--- src/design/mac_ram.sv ---
// generic single-port synchronous ram with registered read
// no dependencies
module mac_ram #(
	parameter int W = 8,
	parameter int D = 16,
	parameter int AW = (D > 1) ? $clog2(D) : 1
) (
	input  logic          clk,
	input  logic          we,
	input  logic [AW-1:0] addr,
	input  logic [W-1:0]  wdata,
	output logic [W-1:0]  rdata
);
	logic [W-1:0] mem [D];

	always_ff @(posedge clk) begin
		if (we) begin
			mem[addr] <= wdata;
		end
		rdata <= mem[addr];
	end
endmodule

--- config.mk ---
export PLATFORM = sky130hd
export DESIGN_NAME = mac_ram
export DESIGN_NICKNAME = d
export VERILOG_FILES = /design/src/design/mac_ram.sv
export SDC_FILE = /design/constraint.sdc
export NUM_CORES = 1
export LEC_CHECK = 0
export BUFFER_PORTS_ARGS = -buffer_cell sky130_fd_sc_hd__buf_2
export CELL_PAD_IN_SITES_DETAIL_PLACEMENT = 1
export CELL_PAD_IN_SITES_GLOBAL_PLACEMENT = 2
export CORE_MARGIN = 2
export CORE_UTILIZATION = 50
export DETAILED_ROUTE_END_ITERATION = 10
export GPL_ROUTABILITY_DRIVEN = 0
export PLACE_DENSITY_LB_ADDON = 0.1
export REMOVE_ABC_BUFFERS = 1
export SLEW_MARGIN = 15
export SYNTH_ARGS = -nofsm -noshare
export SYNTH_HDL_FRONTEND = slang
export SYNTH_SLANG_ARGS = --single-unit
export TNS_END_PERCENT = 10
--- constraint.sdc ---
create_clock -name clk -period 4.9 [get_ports clk]
set_input_delay 0.735 -clock clk [delete_from_list [all_inputs] [get_ports clk]]
set_output_delay 0.735 -clock clk [all_outputs]
set_load 0.02 [all_outputs]
# [Word level (Yosys, flattened, before mapping)]
# Memories as Yosys holds them, arrays and structs flattened. A register that Yosys moved wholly into a read port is not among the register bits.
# Index checks and enable logic that the tools add are counted.
[classes] muxes=2
[op_table] op="2-to-1 mux 1 bit" count=2
[totals] memories=1 mem_bits_rw=128 ff_bits=0
[mem_list] memory="mem" words=16 width=8 read_ports=1 rd_clocked_by_memory_dff=1 write_ports=1 line="14" rtl="logic [W-1:0] mem [D];"

# [Longest topological paths before layout]
[depth] depth_word=2 ltp_mapped=5 ltp_nobuf=3

# [Worst setup path after synthesis]
# No wires, ideal clock.
[synth_timing] path_type="input port to flip-flop" from="input addr[2]" to="memory mem[0][0], enable pin" required_time_ns=4.517 t_arrival_ns=1.845 cell_stages=2 path_slack_ns=2.672 path_cell_list="or3b_2 > nor3_1"
[synth_rtl] item="from (decl)" line="10" rtl="input logic [AW-1:0] addr,"
[synth_rtl] item="to (decl)" line="14"
# No word-level cell before the write port.

# [Final worst setup path]
[layout_timing] from="input addr[0]" to="memory mem[9][4], enable pin"
# No word-level cell before the write port.

==> impl_metrics.json <==
{
  "outcome": "finished, final reports clean",
  "p_clk_frac": 0.465,
  "rows": 36,
  "die-area_sq_um": 11000,
  "viasPerCell": 5.60,
  "grt_pass1_wl_um": 15800,
  "overflow": 0,
  "path_class": "in2reg",
  "cts_tree": "built",
  "drc_errors": 0,
  "setup_viol": 0,
  "ys_ff_latch": 136,
  "syn2layout_area_growth_pct": 16.4,
  "ioPinCount": 22,
  "drtPass1Iterations": 4,
  "critical_path_arrival_ns": 2.42,
  "drive_gt1_frac": 0.322,
  "post_drt_wl_per_cell_um": 24.8,
  "fin_area_sq_um": 5900,
  "startpoint_type": "input pin",
  "synth_top_area_share": 0.759,
  "postSynthCellCount": 230,
  "relSlewSlack": 0.379,
  "slew_viol_final": 0,
  "p_per_area_nw_per_um2": 455,
  "finalHoldViolations": 0,
  "hp-class": "in2reg",
  "path_max_fanout": 30,
  "avgSynthCellArea_sq_um": 22.0,
  "ctsHoldBuffers": 0,
  "synth_common_cells": "128 x edfxtp_1, 32 x mux4_2, 16 x a22oi_1, 13 x nor2_1, 9 x nand2_1",
  "synth_area_sq_um": 5070,
  "cts.sinks": 136,
  "fin_tns_setup_ns": 0,
  "start_util": 0.516,
  "postRouteAntennaNets": 0,
  "power.internal_uw": 2130,
  "combPwrFrac": 0.047,
  "swShare": 0.206,
  "yosys.cell_types.count": 18,
  "synth_area_leaders": "edfxtp_1 76%, mux4_2 14%, dfxtp_1 3.2%, a22oi_1 2.4%, nor2_1 0.96%",
  "fin_nets": 277,
  "crit_chain": "buf_2, nand2b_1, nor2_1",
  "cp_slowest_cell": "buf_2",
  "fin_skew_ns": 0.00811,
  "chipWidth_um": 105,
  "layout_min_cycle_time_ns": 2.28,
  "cts_max_path_buffers": 2,
  "portBuffers": 21,
  "p_sw_uw": 554,
  "antenna_found_initial": 0,
  "maxCapViolations": 0,
  "grt_use_met3": 0.0643,
  "grt_busiest_layer": "met2",
  "synth_area_leader_cell": "edfxtp_1",
  "grt_pass1_vias": 2492,
  "grt_setup_unrepaired": "false",
  "path_clk_slew_ns": 0.06,
  "hpwl_um": 6270,
  "worst_slew_pin_slew_ns": 0.931,
  "clock_latency_ns": 0.52,
  "post-route-period-util": 0.465,
  "synth_seq_area_share": 0.790,
  "coreArea_sq_um": 9820,
  "place_area_sq_um": 5310,
  "htree_levels": 4,
  "vias": 2290,
  "drt-initial-drc-count": 185,
  "cts_setup_buffers": 0,
  "cts_resized": 0,
  "root_buffer": "clkbuf_8",
  "p_leak_uw": 0.00192,
  "worst-path-buf-inv": 1,
  "end_kind": "flop",
  "ys.flop_type": "edfxtp_1",
  "numCtsBuffers": 17,
  "grt_max_degree": 40,
  "timing.fmax_ghz": 0.439,
  "grt_usage": 0.209,
  "diodes": 0,
  "grt_util_met1": 0.268,
  "yosysWarnings": 0,
  "yosysMostFrequentCell": "edfxtp_1",
  "required_ns": 5.04,
  "slowest_delay_ns": 0.70,
  "critPathTopFamily": "simple AND/OR/NAND/NOR gates",
  "vdd_ir_drop_max_mv": 0.245,
  "synthArstFlopShare": 0,
  "die_y_um": 105,
  "wirelength_um": 10200,
  "use_met2": 0.345,
  "power.share.sequential": 0.488,
  "synth_edf_count": 128
}
## sequential cells by signal, indices dropped and copies added, names as in the netlist
register,cells
rdata,8
mem,128
## logic make-up (layout without fill, tap and decap cells)
logic type	Yosys count	after routing	share of synthesized area
simple gates	35	35	0.0321
compound gates	16	16	0.0237
flops	136	136	0.790
mux	32	32	0.142
buf+inv	11	57	0.0119
## per-layer routing
layer | part of all wire | up-vias | routed length, um
li1 | - | 1031 | -
met1 | 0.40 | 1185 | 4070
met2 | 0.54 | 64 | 5460
met3 | 0.051 | 10 | 520
met4 | 0.0096 | 0 | 97
met5 | 0 | - | 0
## final cells by class
| class | instances | area (sq um) |
|---|---|---|
| clock buffers | 19 | 432 |
| clock inverters | 13 | 154 |
| flip-flops and latches | 136 | 4000 |
| well taps | 133 | 166 |
| repair buffers | 25 | 135 |
| multi-input cells | 83 | 1010 |
| fillers | 862 | 3920 |
## power by group through the flow
stage / combinational (uW) / sequential, uW / clock (uW)
after floorplan: 53.5 / 1340 / 0
after global placement: 127 / 1330 / 0
after detailed placement: 129 / 1330 / 0
after CTS: 129 / 1310 / 1270
after global routing: 139 / 1310 / 1310
final: 126 / 1310 / 1250
## layout by cell type, fill, tap and decap left out
master	instances
a22oi_1	16
and2_1	1
buf_2	21
buf_4	4
bufinv_16	3
clkbuf_1	1
clkbuf_16	16
clkbuf_8	2
clkinv_1	1
clkinv_2	4
clkinv_4	2
clkinvlp_4	3
dfxtp_1	8
edfxtp_1	128
mux4_2	32
nand2_1	9
nand2b_1	2
nand3_1	1
nand3b_1	2
nor2_1	13
nor2b_1	2
nor3_1	3
nor3_2	1
or3b_2	1
## through the flow
step	std cells	hold slack [ns]	total power [uW]	utilization	worst slack, ns
floorplan	219	0.635	1390	-	2.67
global placement	377	0.665	1460	0.541	1.98
detailed placement	377	0.679	1460	0.541	2.01
CTS	409	0.594	2710	0.600	2.56
global route	409	0.615	2760	0.601	2.39
finish	409	0.615	2690	0.601	2.62
## path summary, 6_finish.rpt
path,depth (start not counted),slack [ns],to,startpoint
hold / removal,1,0.61,mem[0][1],wdata[1]
hold reg to reg,3,0.68,rdata[2],mem[12][2]
setup reg to reg,3,3.47,rdata[0],mem[0][0]
setup / recovery,3,2.62,mem[9][4],addr[0]
Power figures use the tool's default switching activity.
